--- src/rtl/core/cbls_pkg.sv ---
`timescale 1ns / 1ps

package cbls_pkg;

  // Coordinate and derived widths.
  localparam int COORD_W    = 12;
  localparam int ROW_OFF_W  = 10;
  localparam int PY_W       = COORD_W + 1;
  localparam int SPAN_W     = COORD_W;
  localparam int NSPAN_W    = COORD_W + 1;
  localparam int ERR_W      = COORD_W + 2;
  localparam int E2_W       = ERR_W + 1;
  localparam int CFG_DATA_W = (COORD_W > ROW_OFF_W) ? COORD_W : ROW_OFF_W;
  localparam int CFG_ADDR_W = 3;

  // Command queue between the front and the back.
  localparam int CMDQ_DEPTH = 2;
  localparam int CMDQ_PTR_W = $clog2(CMDQ_DEPTH);
  localparam int CMDQ_CNT_W = $clog2(CMDQ_DEPTH + 1);

  typedef logic signed [COORD_W-1:0] coord_t;

  // Reset values of the window and the row offset.
  localparam coord_t                CLIP_MIN_RESET = '0;
  localparam coord_t                CLIP_MAX_RESET = {1'b0, {(COORD_W-1){1'b1}}};
  localparam logic [ROW_OFF_W-1:0]  ROW_OFF_RESET  = ROW_OFF_W'(100);

  typedef enum logic [CFG_ADDR_W-1:0] {
    REG_CLIP_X_MIN  = 3'd0,
    REG_CLIP_X_MAX  = 3'd1,
    REG_CLIP_Y_MIN  = 3'd2,
    REG_CLIP_Y_MAX  = 3'd3,
    REG_ROW_OFFSET  = 3'd4
  } cfg_reg_e;

  typedef enum logic {
    KIND_LOAD = 1'b0,
    KIND_STEP = 1'b1
  } item_kind_e;

  typedef enum logic [1:0] {
    CMD_STEP = 2'd0,
    CMD_LOAD = 2'd1,
    CMD_DROP = 2'd2
  } cmd_op_e;

  typedef struct packed {
    coord_t                x_min;
    coord_t                x_max;
    coord_t                y_min;
    coord_t                y_max;
    logic [ROW_OFF_W-1:0]  row_offset;
  } cfg_t;

  // A load command carries the segment already ordered: trace from a to b.
  typedef struct packed {
    cmd_op_e op;
    coord_t  ax;
    coord_t  ay;
    coord_t  bx;
    coord_t  by;
  } cmd_t;

  // Inclusive clip window test.
  function automatic logic in_window(coord_t x, coord_t y, cfg_t cfg);
    coord_t x_min;
    coord_t x_max;
    coord_t y_min;
    coord_t y_max;
    x_min = cfg.x_min;
    x_max = cfg.x_max;
    y_min = cfg.y_min;
    y_max = cfg.y_max;
    return (x >= x_min) && (x <= x_max) && (y >= y_min) && (y <= y_max);
  endfunction

endpackage

--- src/rtl/core/cbls_cfg_regs.sv ---
`timescale 1ns / 1ps

module cbls_cfg_regs (
  input  logic                               clk_i,
  input  logic                               rst_ni,
  input  logic                               cfg_we_i,
  input  logic [cbls_pkg::CFG_ADDR_W-1:0]    cfg_addr_i,
  input  logic [cbls_pkg::CFG_DATA_W-1:0]    cfg_wdata_i,
  output cbls_pkg::cfg_t                     cfg_o
);
  import cbls_pkg::*;

  cfg_t cfg_q;
  cfg_t cfg_d;

  // Decode the register index; writes to unused indexes are dropped.
  always_comb begin
    cfg_d = cfg_q;
    if (cfg_we_i) begin
      case (cfg_reg_e'(cfg_addr_i))
        REG_CLIP_X_MIN: cfg_d.x_min      = coord_t'(cfg_wdata_i[COORD_W-1:0]);
        REG_CLIP_X_MAX: cfg_d.x_max      = coord_t'(cfg_wdata_i[COORD_W-1:0]);
        REG_CLIP_Y_MIN: cfg_d.y_min      = coord_t'(cfg_wdata_i[COORD_W-1:0]);
        REG_CLIP_Y_MAX: cfg_d.y_max      = coord_t'(cfg_wdata_i[COORD_W-1:0]);
        REG_ROW_OFFSET: cfg_d.row_offset = cfg_wdata_i[ROW_OFF_W-1:0];
        default: cfg_d = cfg_q;
      endcase
    end
  end

  always_ff @(posedge clk_i or negedge rst_ni) begin
    if (!rst_ni) begin
      cfg_q.x_min      <= CLIP_MIN_RESET;
      cfg_q.x_max      <= CLIP_MAX_RESET;
      cfg_q.y_min      <= CLIP_MIN_RESET;
      cfg_q.y_max      <= CLIP_MAX_RESET;
      cfg_q.row_offset <= ROW_OFF_RESET;
    end else begin
      cfg_q <= cfg_d;
    end
  end

  assign cfg_o = cfg_q;

endmodule

--- src/rtl/core/cbls_front.sv ---
`timescale 1ns / 1ps

module cbls_front (
  input  logic              in_valid_i,
  output logic              in_ready_o,
  input  logic              in_kind_i,
  input  cbls_pkg::coord_t  in_start_x_i,
  input  cbls_pkg::coord_t  in_start_y_i,
  input  cbls_pkg::coord_t  in_end_x_i,
  input  cbls_pkg::coord_t  in_end_y_i,
  input  cbls_pkg::cfg_t    cfg_i,
  input  logic              q_full_i,
  output logic              q_push_o,
  output cbls_pkg::cmd_t    q_cmd_o
);
  import cbls_pkg::*;

  logic start_in;
  logic end_in;

  assign in_ready_o = !q_full_i;
  assign q_push_o   = in_valid_i && !q_full_i;

  // Pick the starting endpoint with the window in force at the load.
  assign start_in = in_window(in_start_x_i, in_start_y_i, cfg_i);
  assign end_in   = in_window(in_end_x_i, in_end_y_i, cfg_i);

  always_comb begin
    q_cmd_o.ax = in_start_x_i;
    q_cmd_o.ay = in_start_y_i;
    q_cmd_o.bx = in_end_x_i;
    q_cmd_o.by = in_end_y_i;
    if (item_kind_e'(in_kind_i) == KIND_STEP) begin
      q_cmd_o.op = CMD_STEP;
    end else if (start_in) begin
      q_cmd_o.op = CMD_LOAD;
    end else if (end_in) begin
      // Trace backwards from the second endpoint.
      q_cmd_o.op = CMD_LOAD;
      q_cmd_o.ax = in_end_x_i;
      q_cmd_o.ay = in_end_y_i;
      q_cmd_o.bx = in_start_x_i;
      q_cmd_o.by = in_start_y_i;
    end else begin
      q_cmd_o.op = CMD_DROP;
    end
  end

endmodule

--- src/rtl/core/cbls_cmd_fifo.sv ---
`timescale 1ns / 1ps

module cbls_cmd_fifo (
  input  logic            clk_i,
  input  logic            rst_ni,
  input  logic            push_i,
  input  cbls_pkg::cmd_t  push_cmd_i,
  output logic            full_o,
  input  logic            pop_i,
  output logic            valid_o,
  output cbls_pkg::cmd_t  head_o
);
  import cbls_pkg::*;

  localparam logic [CMDQ_PTR_W-1:0] LAST_PTR = CMDQ_PTR_W'(CMDQ_DEPTH - 1);
  localparam logic [CMDQ_CNT_W-1:0] FULL_CNT = CMDQ_CNT_W'(CMDQ_DEPTH);

  cmd_t                  entries_q [CMDQ_DEPTH];
  logic [CMDQ_PTR_W-1:0] wr_ptr_q;
  logic [CMDQ_PTR_W-1:0] wr_ptr_d;
  logic [CMDQ_PTR_W-1:0] rd_ptr_q;
  logic [CMDQ_PTR_W-1:0] rd_ptr_d;
  logic [CMDQ_CNT_W-1:0] count_q;
  logic [CMDQ_CNT_W-1:0] count_d;
  logic                  do_pop;

  assign full_o  = (count_q == FULL_CNT);
  assign valid_o = (count_q != '0);
  assign head_o  = entries_q[rd_ptr_q];
  assign do_pop  = pop_i && valid_o;

  // Pointer and occupancy update.
  always_comb begin
    wr_ptr_d = wr_ptr_q;
    rd_ptr_d = rd_ptr_q;
    count_d  = count_q;
    if (push_i) begin
      wr_ptr_d = (wr_ptr_q == LAST_PTR) ? '0 : wr_ptr_q + 1'b1;
    end
    if (do_pop) begin
      rd_ptr_d = (rd_ptr_q == LAST_PTR) ? '0 : rd_ptr_q + 1'b1;
    end
    if (push_i && !do_pop) begin
      count_d = count_q + 1'b1;
    end else if (!push_i && do_pop) begin
      count_d = count_q - 1'b1;
    end
  end

  always_ff @(posedge clk_i or negedge rst_ni) begin
    if (!rst_ni) begin
      wr_ptr_q <= '0;
      rd_ptr_q <= '0;
      count_q  <= '0;
    end else begin
      wr_ptr_q <= wr_ptr_d;
      rd_ptr_q <= rd_ptr_d;
      count_q  <= count_d;
    end
  end

  // Entry storage.
  always_ff @(posedge clk_i) begin
    if (push_i) begin
      entries_q[wr_ptr_q] <= push_cmd_i;
    end
  end

endmodule

--- src/rtl/core/cbls_back.sv ---
`timescale 1ns / 1ps

module cbls_back (
  input  logic                         clk_i,
  input  logic                         rst_ni,
  input  cbls_pkg::cfg_t               cfg_i,
  input  logic                         cmd_valid_i,
  input  cbls_pkg::cmd_t               cmd_i,
  output logic                         cmd_pop_o,
  output logic                         out_valid_o,
  input  logic                         out_ready_i,
  output cbls_pkg::coord_t             out_pixel_x_o,
  output logic [cbls_pkg::PY_W-1:0]    out_pixel_y_o,
  output logic                         out_draw_o,
  output logic                         out_last_o
);
  import cbls_pkg::*;

  // Line state.
  logic                       active_q, active_d;
  coord_t                     cur_x_q, cur_x_d;
  coord_t                     cur_y_q, cur_y_d;
  coord_t                     tgt_x_q, tgt_x_d;
  coord_t                     tgt_y_q, tgt_y_d;
  logic        [SPAN_W-1:0]   span_x_q, span_x_d;
  logic signed [NSPAN_W-1:0]  nspan_y_q, nspan_y_d;
  logic                       right_q, right_d;
  logic                       down_q, down_d;
  logic signed [ERR_W-1:0]    err_q, err_d;

  // Output register.
  logic                       out_valid_q, out_valid_d;
  coord_t                     px_q, px_d;
  logic        [PY_W-1:0]     py_q, py_d;
  logic                       draw_q, draw_d;
  logic                       last_q, last_d;

  // Load arithmetic.
  logic signed [COORD_W:0]    dx;
  logic signed [COORD_W:0]    dy;
  logic signed [COORD_W:0]    dx_mag;
  logic        [SPAN_W-1:0]   span_new;
  logic signed [NSPAN_W-1:0]  nspan_new;

  // Step arithmetic.
  logic signed [E2_W-1:0]     e2;
  logic signed [E2_W-1:0]     nspan_e2;
  logic signed [E2_W-1:0]     span_e2;
  logic signed [ERR_W-1:0]    err_add_x;
  logic signed [ERR_W-1:0]    err_add_y;
  logic                       move_x;
  logic                       move_y;
  logic                       fin;
  logic                       out_free;
  logic                       emit;

  assign out_free = !out_valid_q || out_ready_i;
  // A step on a live line waits for the output register; anything else goes at once.
  assign cmd_pop_o = cmd_valid_i && ((cmd_i.op != CMD_STEP) || !active_q || out_free);
  assign emit      = cmd_valid_i && (cmd_i.op == CMD_STEP) && active_q && out_free;

  // Segment setup values.
  assign dx        = {cmd_i.bx[COORD_W-1], cmd_i.bx} - {cmd_i.ax[COORD_W-1], cmd_i.ax};
  assign dy        = {cmd_i.by[COORD_W-1], cmd_i.by} - {cmd_i.ay[COORD_W-1], cmd_i.ay};
  assign dx_mag    = dx[COORD_W] ? -dx : dx;
  assign span_new  = dx_mag[SPAN_W-1:0];
  assign nspan_new = dy[COORD_W] ? dy : -dy;

  // Bresenham decision on the doubled error term.
  assign e2       = {err_q, 1'b0};
  assign nspan_e2 = {{(E2_W-NSPAN_W){nspan_y_q[NSPAN_W-1]}}, nspan_y_q};
  assign span_e2  = {{(E2_W-SPAN_W){1'b0}}, span_x_q};
  assign move_x   = (e2 >= nspan_e2);
  assign move_y   = (e2 <= span_e2);
  assign err_add_x = move_x ? {{(ERR_W-NSPAN_W){nspan_y_q[NSPAN_W-1]}}, nspan_y_q} : '0;
  assign err_add_y = move_y ? {{(ERR_W-SPAN_W){1'b0}}, span_x_q} : '0;
  assign fin      = (cur_x_q == tgt_x_q) && (cur_y_q == tgt_y_q);

  always_comb begin
    active_d    = active_q;
    cur_x_d     = cur_x_q;
    cur_y_d     = cur_y_q;
    tgt_x_d     = tgt_x_q;
    tgt_y_d     = tgt_y_q;
    span_x_d    = span_x_q;
    nspan_y_d   = nspan_y_q;
    right_d     = right_q;
    down_d      = down_q;
    err_d       = err_q;
    out_valid_d = out_valid_q && !out_ready_i;
    px_d        = px_q;
    py_d        = py_q;
    draw_d      = draw_q;
    last_d      = last_q;

    if (cmd_pop_o) begin
      case (cmd_i.op)
        CMD_LOAD: begin
          active_d  = 1'b1;
          cur_x_d   = cmd_i.ax;
          cur_y_d   = cmd_i.ay;
          tgt_x_d   = cmd_i.bx;
          tgt_y_d   = cmd_i.by;
          span_x_d  = span_new;
          nspan_y_d = nspan_new;
          right_d   = (cmd_i.ax < cmd_i.bx);
          down_d    = (cmd_i.ay < cmd_i.by);
          err_d     = {{(ERR_W-SPAN_W){1'b0}}, span_new}
                    + {{(ERR_W-NSPAN_W){nspan_new[NSPAN_W-1]}}, nspan_new};
        end
        CMD_DROP: begin
          active_d = 1'b0;
        end
        CMD_STEP: begin
          if (emit) begin
            out_valid_d = 1'b1;
            px_d        = cur_x_q;
            py_d        = {cur_y_q[COORD_W-1], cur_y_q}
                        + {{(PY_W-ROW_OFF_W){1'b0}}, cfg_i.row_offset};
            draw_d      = in_window(cur_x_q, cur_y_q, cfg_i);
            last_d      = fin;
            if (fin) begin
              active_d = 1'b0;
            end else begin
              err_d = err_q + err_add_x + err_add_y;
              if (move_x) begin
                cur_x_d = right_q ? cur_x_q + 1'b1 : cur_x_q - 1'b1;
              end
              if (move_y) begin
                cur_y_d = down_q ? cur_y_q + 1'b1 : cur_y_q - 1'b1;
              end
            end
          end
        end
        default: active_d = active_q;
      endcase
    end
  end

  always_ff @(posedge clk_i or negedge rst_ni) begin
    if (!rst_ni) begin
      active_q    <= 1'b0;
      cur_x_q     <= '0;
      cur_y_q     <= '0;
      tgt_x_q     <= '0;
      tgt_y_q     <= '0;
      span_x_q    <= '0;
      nspan_y_q   <= '0;
      right_q     <= 1'b0;
      down_q      <= 1'b0;
      err_q       <= '0;
      out_valid_q <= 1'b0;
    end else begin
      active_q    <= active_d;
      cur_x_q     <= cur_x_d;
      cur_y_q     <= cur_y_d;
      tgt_x_q     <= tgt_x_d;
      tgt_y_q     <= tgt_y_d;
      span_x_q    <= span_x_d;
      nspan_y_q   <= nspan_y_d;
      right_q     <= right_d;
      down_q      <= down_d;
      err_q       <= err_d;
      out_valid_q <= out_valid_d;
    end
  end

  // Result payload.
  always_ff @(posedge clk_i) begin
    px_q   <= px_d;
    py_q   <= py_d;
    draw_q <= draw_d;
    last_q <= last_d;
  end

  assign out_valid_o   = out_valid_q;
  assign out_pixel_x_o = px_q;
  assign out_pixel_y_o = py_q;
  assign out_draw_o    = draw_q;
  assign out_last_o    = last_q;

endmodule

--- src/rtl/core/clipped_bresenham_line_stepper_top.sv ---
`timescale 1ns / 1ps

// Clipped Bresenham line stepper. A load item (kind 0) hands over a segment; it is
// traced from the first endpoint if that lies inside the inclusive clip window, else
// from the second endpoint if that one is inside, else it is dropped and no line is
// active. Each step item (kind 1) on an active line yields one point with its draw
// flag, y plus the row offset, and a last flag on the end point; a step with no
// active line yields nothing, and loads yield nothing. The block takes one item per
// cycle while the queue is not full: the front classifies loads against the window
// and writes a two-entry command queue, and the back executes one command per cycle
// (one Bresenham step, a few narrow adds and compares) into an output register, a
// step on a live line only once that register is free. A step item goes through the
// queue, and its result is registered in the output register. While the receiver
// stalls, steps back up in the queue; input is held off once it is full. The user
// writes configuration only while the block is idle; the block does not enforce it.
module clipped_bresenham_line_stepper_top (
  input  logic                              clk_i,
  input  logic                              rst_ni,
  input  logic                              cfg_we_i,
  input  logic [cbls_pkg::CFG_ADDR_W-1:0]   cfg_addr_i,
  input  logic [cbls_pkg::CFG_DATA_W-1:0]   cfg_wdata_i,
  input  logic                              in_valid_i,
  output logic                              in_ready_o,
  input  logic                              in_kind_i,
  input  cbls_pkg::coord_t                  in_start_x_i,
  input  cbls_pkg::coord_t                  in_start_y_i,
  input  cbls_pkg::coord_t                  in_end_x_i,
  input  cbls_pkg::coord_t                  in_end_y_i,
  output logic                              out_valid_o,
  input  logic                              out_ready_i,
  output cbls_pkg::coord_t                  out_pixel_x_o,
  output logic [cbls_pkg::PY_W-1:0]         out_pixel_y_o,
  output logic                              out_draw_o,
  output logic                              out_last_o
);
  import cbls_pkg::*;

  cfg_t cfg;
  logic q_full;
  logic q_push;
  cmd_t q_cmd;
  logic q_valid;
  logic q_pop;
  cmd_t q_head;

  // Clip window and row offset.
  cbls_cfg_regs u_cfg (
    .clk_i       (clk_i),
    .rst_ni      (rst_ni),
    .cfg_we_i    (cfg_we_i),
    .cfg_addr_i  (cfg_addr_i),
    .cfg_wdata_i (cfg_wdata_i),
    .cfg_o       (cfg)
  );

  // Item intake and classification.
  cbls_front u_front (
    .in_valid_i   (in_valid_i),
    .in_ready_o   (in_ready_o),
    .in_kind_i    (in_kind_i),
    .in_start_x_i (in_start_x_i),
    .in_start_y_i (in_start_y_i),
    .in_end_x_i   (in_end_x_i),
    .in_end_y_i   (in_end_y_i),
    .cfg_i        (cfg),
    .q_full_i     (q_full),
    .q_push_o     (q_push),
    .q_cmd_o      (q_cmd)
  );

  // Command queue.
  cbls_cmd_fifo u_fifo (
    .clk_i      (clk_i),
    .rst_ni     (rst_ni),
    .push_i     (q_push),
    .push_cmd_i (q_cmd),
    .full_o     (q_full),
    .pop_i      (q_pop),
    .valid_o    (q_valid),
    .head_o     (q_head)
  );

  // Line tracing and result register.
  cbls_back u_back (
    .clk_i         (clk_i),
    .rst_ni        (rst_ni),
    .cfg_i         (cfg),
    .cmd_valid_i   (q_valid),
    .cmd_i         (q_head),
    .cmd_pop_o     (q_pop),
    .out_valid_o   (out_valid_o),
    .out_ready_i   (out_ready_i),
    .out_pixel_x_o (out_pixel_x_o),
    .out_pixel_y_o (out_pixel_y_o),
    .out_draw_o    (out_draw_o),
    .out_last_o    (out_last_o)
  );

endmodule

--- config.mk ---
export PLATFORM = sky130hd
export DESIGN_NAME = clipped_bresenham_line_stepper_top
export DESIGN_NICKNAME = d
export VERILOG_FILES = /design/src/rtl/core/cbls_pkg.sv /design/src/rtl/core/cbls_cfg_regs.sv /design/src/rtl/core/cbls_front.sv /design/src/rtl/core/cbls_cmd_fifo.sv /design/src/rtl/core/cbls_back.sv /design/src/rtl/core/clipped_bresenham_line_stepper_top.sv
export SDC_FILE = /design/constraint.sdc
export NUM_CORES = 1
export LEC_CHECK = 0
export BUFFER_PORTS_ARGS = -buffer_cell sky130_fd_sc_hd__buf_4
export CAP_MARGIN = 20
export CORE_ASPECT_RATIO = 1.75
export CORE_MARGIN = 2
export CORE_UTILIZATION = 34
export DETAILED_ROUTE_END_ITERATION = 8
export SLEW_MARGIN = 10
export SYNTH_ARGS = -nofsm -noshare
export SYNTH_HDL_FRONTEND = slang
export SYNTH_HIERARCHICAL = 1
export SYNTH_SLANG_ARGS = --single-unit
export TNS_END_PERCENT = 50
--- constraint.sdc ---
create_clock -name clk_i -period 4.97 [get_ports clk_i]
set_input_delay 0.7455 -clock clk_i [delete_from_list [all_inputs] [get_ports clk_i]]
set_output_delay 0.7455 -clock clk_i [all_outputs]
set_load 0.05 [all_outputs]
==> results of run 1 <==
layout make-up:
class	instances	area, um^2	area share, %
sequential	280	7670	31.6
timing repair buffer	212	1660	6.83
antenna	1	2.50	0.0103
tap	786	983	4.04
multi-input combinational	1398	12200	50.4
clock inverter	10	134	0.551
clock buffer	40	827	3.40
inverter	210	791	3.25
cell families (layout without fill, tap and decap cells):
kind of cell | count (synthesis) | in the layout | share of synthesized area, %
muxes | 196 | 196 | 12.7
other | 0 | 1 | 0
AOI/OAI and AO/OA | 408 | 408 | 12.7
DFF | 280 | 280 | 37.1
buffers and inverters | 263 | 472 | 5.54
and+or+nand+nor | 415 | 415 | 10.2
xor gates and xnor gates | 107 | 107 | 4.67
adders and majority gates | 272 | 272 | 17.1
per-stage QoR:
step	hold WS, ns	cell area, um^2	util [%]	TNS [ns]	std cells
after floorplan	0.448	20700	-	0	1941
after global placement	0.466	22900	38.0	-0.542	2874
after detailed placement	0.477	22900	38.0	-1.06	2875
after CTS	0.164	24000	39.8	-0.00692	2927
after global routing	0.202	24300	40.4	-0.600	2936
final	0.157	24300	40.4	0	2937
how the worst max path moves through the flow:
stage / slack (ns) / cells after the start / end / start
after floorplan: 0.12 / 23 / u_back/err_q[10]$_DFFE_PN0P_ / u_fifo/rd_ptr_q$_DFFE_PN0P_
after global placement: -0.18 / 23 / u_back/err_q[9]$_DFFE_PN0P_ / u_fifo/rd_ptr_q$_DFFE_PN0P_
after detailed placement: -0.31 / 23 / u_back/err_q[9]$_DFFE_PN0P_ / u_fifo/rd_ptr_q$_DFFE_PN0P_
after CTS: -0.007 / 21 / u_back/err_q[13]$_DFFE_PN0P_ / u_back/err_q[0]$_DFFE_PN0P_
after global routing: -0.15 / 26 / u_back/err_q[9]$_DFFE_PN0P_ / u_fifo/rd_ptr_q$_DFFE_PN0P_
final: 0.01 / 25 / u_back/err_q[9]$_DFFE_PN0P_ / u_fifo/rd_ptr_q$_DFFE_PN0P_
registers in the layout, indices dropped and copies added (netlist names):
| signal | flops |
|---|---|
| u_back/active_q | 1 |
| u_back/cur_x_q | 12 |
| u_back/cur_y_q | 12 |
| u_back/down_q | 1 |
| u_back/err_q | 14 |
| u_back/nspan_y_q | 13 |
| u_back/out_draw_o | 1 |
| u_back/out_last_o | 1 |
| u_back/out_pixel_x_o | 12 |
| u_back/out_pixel_y_o | 13 |
| u_back/out_valid_o | 1 |
| u_back/right_q | 1 |
| u_back/span_x_q | 12 |
| u_back/tgt_x_q | 12 |
| u_back/tgt_y_q | 12 |
| u_cfg/cfg_o | 58 |
| u_fifo/count_q | 2 |
| u_fifo/entries_q | 100 |
| u_fifo/rd_ptr_q | 1 |
| u_fifo/wr_ptr_q | 1 |
metal layers:
metal  GRT usage (%)  up-vias
met5               0        -
met4            14.1        2
met3            1.58      157
met2            36.8      349
met1            18.5     7449
li1                -     7350
worst reg2reg max path: stages (launching register included):
cell and delay, ns:
dfrtp_2 0.47, clkbuf_16 0.20, buf_4 0.15, mux2_4 0.30, ha_1 0.33, o21a_1 0.16, o31ai_4 0.07, buf_6 0.14
a211oi_4 0.05, o31ai_2 0.27, nand2_1 0.13, mux2i_4 0.19, nand2_1 0.07, o21ai_1 0.09, buf_4 0.17, ha_4 0.20
a21o_1 0.18, a21oi_2 0.16, nor2b_2 0.07, o211ai_1 0.27, a21oi_1 0.13, a311oi_2 0.32, nand2b_1 0.11, xnor2_1 0.18
a21oi_1 0.09, mux2_4 0.31
what timing repair did:
action	4_1_cts	5_1_grt
setup buffers	2	8
hold buffers	0	0
cloned	0	1
setup endpoints to repair	5	6
pin swaps	4	29
resized for setup	25	55
placed cells by master (no fill, tap or decap), drive strengths merged, types with 17 or more instances in the layout:
master  instances
nor3           22
nand4          26
edfxtp        127
xnor2          59
fa             19
buf           211
and2           26
a211oi         17
a21o           45
nand3          36
nor2          114
xor2           46
clkbuf         41
mux2          183
nor2b          23
ha            253
inv           211
a21oi         125
dfrtp         128
dfstp          25
o21a           25
nand2          95
o21ai          84
==> impl_metrics.yaml, run 1 <==
sta:
  fin_crit_sh_pct: 99.8
  clock.fmax_mhz: 202
  finalSetupViolations: 0
  layout_setup_ws_ns: 0.00998
  clock_skew_ns: 0.0165
  tightest_slew_ns: 1.07
  maxSlewHeadroom_pct: 28.9
  report.final.slew_viol_count: 0
  rsz0062_at_grt: "yes"
  hold_viol: 0
  fin_crit_ns: 4.96
cells_and_area:
  layout.nets: 2470
  syn_to_final_growth_pct: 17.5
  fill_cells: 5926
  drive_above_1_share_pct: 25.4
routing:
  viasPerCell: 5.21
  met1_length_um: 21000
  drt_iter0_drc: 581
  met2WireLength_um: 32600
  ant_nets: 0
  wire_per_inst_um: 20.6
  routed_wl_um: 60400
  post-route-drc-count: 0
  top_layer: "met5"
  wl_met3_um: 1770
  vias: 15307
  dr.pass1.iters: 5
yosys:
  synth_edf_count: 127
  ys_seq_elements: 280
  synth_nets: 2282
  synth_most_common_cell: "ha_1"
  ys_warn_count: 6
  syn-cell-area_mm2: 0.0207
  netlist.area_leader.share_pct: 18.4
  async_reset_ff_share_pct: 54.6
  seq_area_frac_synth_pct: 37.1
  synth_largest_area_cell: "edfxtp_1"
  synth_area_leaders: "edfxtp_1 18%, dfrtp_1 15%, ha_1 15%"
  syn_area_per_cell_um2: 10.7
  syn_inst: 1941
  yosysUniqueCellTypes: 83
  yosys_most_used_dff: "dfrtp_1"
  yosys-top-cells-count: "253 x ha_1, 209 x inv_1, 128 x dfrtp_1"
die:
  fp.dieW_um: 190
  ios: 98
  design.core.area_mm2: 0.0602
  die_h_um: 330
  rows: 119
  start_util_pct: 34.4
  die-area_mm2: 0.0629
clock_tree:
  cts_buffers: 27
  insertion_delay_ns: 0.58
  clock_path_buffers: 3
  cts_sinks: 280
  cts_root_buf: "clkbuf_16"
  cts_tree: "done"
  clk_pin_slew_ns: 0.07
  h-tree-depth: 1
critical_path:
  rrSetupSlack_ns: 0.01
  critPathBufInv: 4
  critical_path.endpoint_type: "register"
  worstReg2RegEnd: "u_back/err_q[9]$_DFFE_PN0P_"
  crit_family: "compound AO/OA/AOI/OAI gates"
  slowest_stage: "dfrtp_2"
  startpoint_type: "register"
  cp.required_ns: 5.44
  cp_max_fo: 7
  crit_type: "register to register"
  r2r-start: "u_fifo/rd_ptr_q$_DFFE_PN0P_"
  arrival_ns: 5.43
  reg2reg_depth: 25
  slowest_delay_ns: 0.47
place:
  gp_congestion: 0.940
  place_ws_ns: -0.310
  post-dp-hpwl_um: 48200
  port_buffers: 97
flow_run:
  cap_violations: 0
grt:
  grt_usage_pct: 19.0
  grt_overflow: 0
  grt_start_max_net_pins: 59
  grt_pass1_wl_um: 91000
  grt_antenna_before_repair: 2
  grt_pass1_vias: 16262
worst_hold_path:
  min_path_type: "input port to async pin"
run_status:
  outcome: "finished clean"
Power of run 1 is not shown: default switching activity piles up to over one toggle a cycle in this logic, so the estimate is an artifact.
==> run 2: changes to the inputs <==
==> constraint.sdc (replaced) <==
create_clock -name clk_i -period 5 [get_ports clk_i]
set_input_delay 0.75 -clock clk_i [delete_from_list [all_inputs] [get_ports clk_i]]
set_output_delay 0.75 -clock clk_i [all_outputs]
set_load 0.05 [all_outputs]
==> impl_metrics.yaml, run 2 (synthesis results as in run 1) <==
grt:
  grt_overflow: 0
  grt_start_max_net_pins: 88
  grt_pass1_wl_um: 90600
  grt_usage_pct: 18.9
  grt_antenna_before_repair: 1
  grt_pass1_vias: 16362
sta:
  rsz0062_at_grt: "yes"
  clock_skew_ns: 0.0183
  hold_viol: 0
  fin_crit_sh_pct: 99.7
  fin_tns_setup_ns: 0
  report.final.slew_viol_count: 0
  tightest_slew_ns: 1.01
  finalSetupViolations: 0
  maxSlewHeadroom_pct: 32.6
  clock.fmax_mhz: 201
  fin_crit_ns: 4.98
clock_tree:
  cts_tree: "done"
  cts_sinks: 280
  cts_root_buf: "clkbuf_16"
  clk_pin_slew_ns: 0.07
  ctsHoldBuffers: 0
  cts_buffers: 28
  insertion_delay_ns: 0.58
  clock_path_buffers: 3
  h-tree-depth: 1
die:
  design.core.area_mm2: 0.0602
  ios: 98
  die_h_um: 330
  die-area_mm2: 0.0629
  rows: 119
  fp.dieW_um: 190
  start_util_pct: 34.4
cells_and_area:
  final_common_cell: "ha_1"
  largest_reg_flops: 100
  syn_to_final_growth_pct: 18.0
  top_register: "u_fifo/entries_q"
  drive_above_1_share_pct: 25.9
  n_antenna_cell: 0
  fill_cells: 5855
  final_cell_mix: "240 x ha_1, 207 x inv_1, 205 x buf_4, 127 x dfrtp_1, 127 x edfxtp_1"
  layout.nets: 2470
critical_path:
  critical_path.endpoint_type: "register"
  arrival_ns: 5.44
  cp_max_fo: 17
  cp.required_ns: 5.46
  startpoint_type: "register"
  rrSetupSlack_ns: 0.02
  crit_type: "register to register"
  reg2reg_depth: 23
flow_run:
  cap_violations: 0
routing:
  wire_per_inst_um: 20.6
  ant_nets: 0
  vias: 15418
  routed_wl_um: 60400
  dr.pass1.iters: 5
  viasPerCell: 5.25
  post-route-drc-count: 0
  drt_iter0_drc: 612
place:
  gp_congestion: 0.949
  post-dp-hpwl_um: 48000
  port_buffers: 97
worst_hold_path:
  min_path_type: "input port to async pin"
run_status:
  outcome: "finished clean"
==> run 2: cell count changes in the layout (fill, tap and decap cells not counted), sizes merged <==
cell,previous run,this run
clkbuf,41,38
clkinv,4,6
buf,211,210
bufinv,3,4
clkinvlp,2,3
diode,1,0
inv,211,212
==> run 2: repair_timing <==
action / in CTS / in global routing
setup buffers: 1 / 16
pin swaps: 4 / 33
endpoints found under the setup margin: 5 / 6
gates cloned: 0 / 1
resized for setup: 25 / 66
==> run 2: final timing paths <==
check | startpoint | endpoint
min in group clk_i | cfg_wdata_i[11] | u_cfg/cfg_o[21]$_DFFE_PN0P_
max in group asynchronous | rst_ni | u_back/nspan_y_q[1]$_DFFE_PN0P_
worst min register to register | u_fifo/count_q[1]$_DFFE_PN0P_ | u_fifo/count_q[1]$_DFFE_PN0P_
worst max-delay path | u_fifo/rd_ptr_q$_DFFE_PN0P_ | u_back/err_q[13]$_DFFE_PN0P_
worst max register to register | u_fifo/rd_ptr_q$_DFFE_PN0P_ | u_back/err_q[13]$_DFFE_PN0P_
worst min-delay path | rst_ni | u_cfg/cfg_o[23]$_DFFE_PN0P_
==> run 2: per-layer routing <==
layer  track usage [%]  vias up  routed length [um]
met5                 0        -                  13
met3              1.54      170                1530
met1              18.2     7562               21100
met2              36.6      334               32500
met4              14.9        2                5280
li1                  -     7350                   -
==> run 2: cell type report <==
type                            count  area, um^2  area share, %
Tap cell                          786         983           4.03
Inverter                          210         791           3.24
Multi-Input combinational cell   1398       12300           50.4
Clock buffer                       37         820           3.36
Clock inverter                     15         196          0.804
Timing Repair Buffer              211        1660           6.79
Sequential cell                   280        7670           31.4
==> run 2: through the flow <==
stage	hold slack, ns	cell area (um^2)	std cells	setup WS (ns)	util (%)
floorplan	0.448	20700	1941	0.148	-
global placement	0.467	22800	2866	-0.153	37.9
detailed placement	0.474	22800	2866	-0.285	37.9
CTS	0.275	23900	2919	-0.00319	39.8
global route	0.308	24400	2937	-0.145	40.6
finish	0.242	24400	2937	0.0167	40.6
==> run 2: critical path, stage by stage (launching register included) <==
cell       delay [ns]
dfrtp_2          0.44
buf_12           0.16
buf_16           0.16
buf_4            0.14
mux2_4           0.20
inv_1            0.04
ha_1             0.38
o21ai_1          0.15
a2111oi_1        0.56
a311oi_2         0.09
and3_1           0.20
buf_4            0.14
nand3b_1         0.14
nand2_1          0.09
xnor2_1          0.43
ha_1             0.31
nand3_1          0.12
a21oi_2          0.15
a311oi_2         0.07
buf_4            0.16
a211oi_4         0.25
buf_4            0.15
a21oi_1          0.06
a211o_1          0.26
Power of run 2 is left out for the same reason.
==> run 3: changes to the inputs <==
--- a/config.mk
+++ b/config.mk
@@ -10,6 +10,7 @@
 export CORE_ASPECT_RATIO = 1.75
 export CORE_MARGIN = 2
 export CORE_UTILIZATION = 34
+export CTS_BUF_LIST = sky130_fd_sc_hd__clkbuf_16
 export DETAILED_ROUTE_END_ITERATION = 8
 export SLEW_MARGIN = 10
 export SYNTH_ARGS = -nofsm -noshare
==> impl_metrics.yaml, run 3 (synthesis results as in run 1) <==
critical_path:
  cp.required_ns: 5.46
  critPathBufInv: 7
  crit_type: "register to register"
  critical_path.startpoint: "u_fifo/rd_ptr_q$_DFFE_PN0P_"
  slowest_stage: "a2111oi_1"
  crit_family: "compound AO/OA/AOI/OAI gates"
  cpMostUsedCell: "buf_4"
  critical_path.endpoint_type: "register"
  cp_cell_sequence: "buf_12 -> buf_16 -> buf_4 -> mux2_4 -> inv_1 -> ha_1 -> o21ai_1 -> a2111oi_1 -> a311oi_2 -> and3_1 -> buf_4 -> nand3b_1 -> nand2_1 -> xnor2_1 -> ha_1 -> nand3_1 -> a21oi_2 -> a311oi_2 -> buf_4 -> a211oi_4 -> buf_4 -> a21oi_1 -> a211o_1"
  startpoint_type: "register"
  slowest_delay_ns: 0.57
  r2r-start: "u_fifo/rd_ptr_q$_DFFE_PN0P_"
  cp_max_fo: 19
  arrival_ns: 5.45
routing:
  routed_wl_um: 60500
  vias: 15442
  drt_iter0_drc: 659
  ant_nets: 0
  wire_per_inst_um: 20.6
  viasPerCell: 5.26
  dr.pass1.iters: 5
  post-route-drc-count: 0
run_status:
  outcome: "finished clean"
die:
  rows: 119
  design.core.area_mm2: 0.0602
  start_util_pct: 34.4
  ios: 98
  fp.dieW_um: 190
  die_h_um: 330
  die-area_mm2: 0.0629
sta:
  hold_viol: 0
  clock_skew_ns: 0.0169
  tightest_slew_ns: 1.01
  fin_crit_sh_pct: 99.9
  clock.fmax_mhz: 200
  rsz0062_at_grt: "yes"
  fin_crit_ns: 4.99
  maxSlewHeadroom_pct: 32.4
  finalSetupViolations: 0
  report.final.slew_viol_count: 0
  fin_tns_setup_ns: 0
clock_tree:
  cts_root_buf: "clkbuf_16"
  clk_pin_slew_ns: 0.07
  h-tree-depth: 1
  cts_tree: "done"
  clock_path_buffers: 3
  cts_buffers: 28
  cts_sinks: 280
  ctsHoldBuffers: 0
  insertion_delay_ns: 0.58
worst_hold_path:
  min_path_type: "input port to async pin"
place:
  port_buffers: 97
  post-dp-hpwl_um: 48000
  gp_congestion: 0.949
grt:
  grt_antenna_before_repair: 1
  grt_pass1_wl_um: 90600
  grt_pass1_vias: 16354
  grt_usage_pct: 18.9
  grt_start_max_net_pins: 88
  grt_overflow: 0
cells_and_area:
  final_common_cell: "ha_1"
  layout.nets: 2471
  final_cell_mix: "240 x ha_1, 211 x inv_1, 206 x buf_4, 127 x dfrtp_1, 127 x edfxtp_1"
  top_register: "u_fifo/entries_q"
  drive_above_1_share_pct: 25.9
  largest_reg_flops: 100
  syn_to_final_growth_pct: 18.0
  n_antenna_cell: 0
flow_run:
  cap_violations: 0
==> run 3: cell types whose count changed in the layout (fill, tap and decap cells not counted), sizes merged <==
cell	previous run	this run
clkbuf	38	32
inv	212	218
buf	210	211
==> run 3: worst paths after layout <==
path | end | slack, ns | cells after the start
worst max-delay path | u_back/err_q[13]$_DFFE_PN0P_ | 0.007 | 23
worst min-delay path | u_cfg/cfg_o[23]$_DFFE_PN0P_ | 0.24 | 1
worst max register to register | u_back/err_q[13]$_DFFE_PN0P_ | 0.007 | 23
worst min register to register | u_fifo/count_q[1]$_DFFE_PN0P_ | 0.49 | 1
max in group asynchronous | u_back/nspan_y_q[1]$_DFFE_PN0P_ | 3.56 | 2
min in group clk_i | u_cfg/cfg_o[21]$_DFFE_PN0P_ | 0.44 | 2
==> run 3: metal layers <==
layer | share of wire, % | vias up | track usage [%] | wire length (um)
met2 | 54 | 353 | 36.6 | 32500
li1 | - | 7355 | - | -
met4 | 8.7 | 2 | 14.9 | 5240
met3 | 2.6 | 169 | 1.50 | 1580
met1 | 35 | 7563 | 18.3 | 21100
met5 | 0.058 | - | 0 | 35
==> run 3: cell type report <==
| class | count | area (um^2) |
|---|---|---|
| inverters | 210 | 791 |
| fillers | 5859 | 35700 |
| clock buffers | 31 | 776 |
| well taps | 786 | 983 |
| flip-flops and latches | 280 | 7670 |
| repair buffers | 212 | 1670 |
| clock inverters | 21 | 219 |
| multi-input cells | 1398 | 12300 |
==> run 3: stage by stage <==
step	util [%]	worst slack (ns)	hold WS (ns)	area (um^2)	instances
final	40.6	0.00731	0.239	24400	2938
after global placement	37.9	-0.153	0.467	22800	2866
after floorplan	-	0.148	0.448	20700	1941
after detailed placement	37.9	-0.285	0.474	22800	2866
after global routing	40.6	-0.151	0.308	24400	2938
after CTS	39.8	-0.00319	0.275	23900	2919
==> run 3: worst register-to-register path, stage by stage, from the launching register on <==
cell and delay (ns):
dfrtp_2 0.44, buf_12 0.16, buf_16 0.17, buf_4 0.16, mux2_4 0.20, inv_1 0.04
ha_1 0.38, o21ai_1 0.15, a2111oi_1 0.57, a311oi_2 0.09, and3_1 0.20, buf_4 0.14
nand3b_1 0.14, nand2_1 0.09, xnor2_1 0.43, ha_1 0.32, nand3_1 0.12, a21oi_2 0.15
a311oi_2 0.07, buf_4 0.16, a211oi_4 0.25, buf_4 0.15, a21oi_1 0.06, a211o_1 0.26
==> run 3: what timing repair did <==
item                                    CTS  global route
gates resized for setup                  25            66
endpoints found under the setup margin    5             6
cloned                                    0             1
pin swaps                                 4            33
buffers inserted                          1            17
Power of run 3 is left out for the same reason.
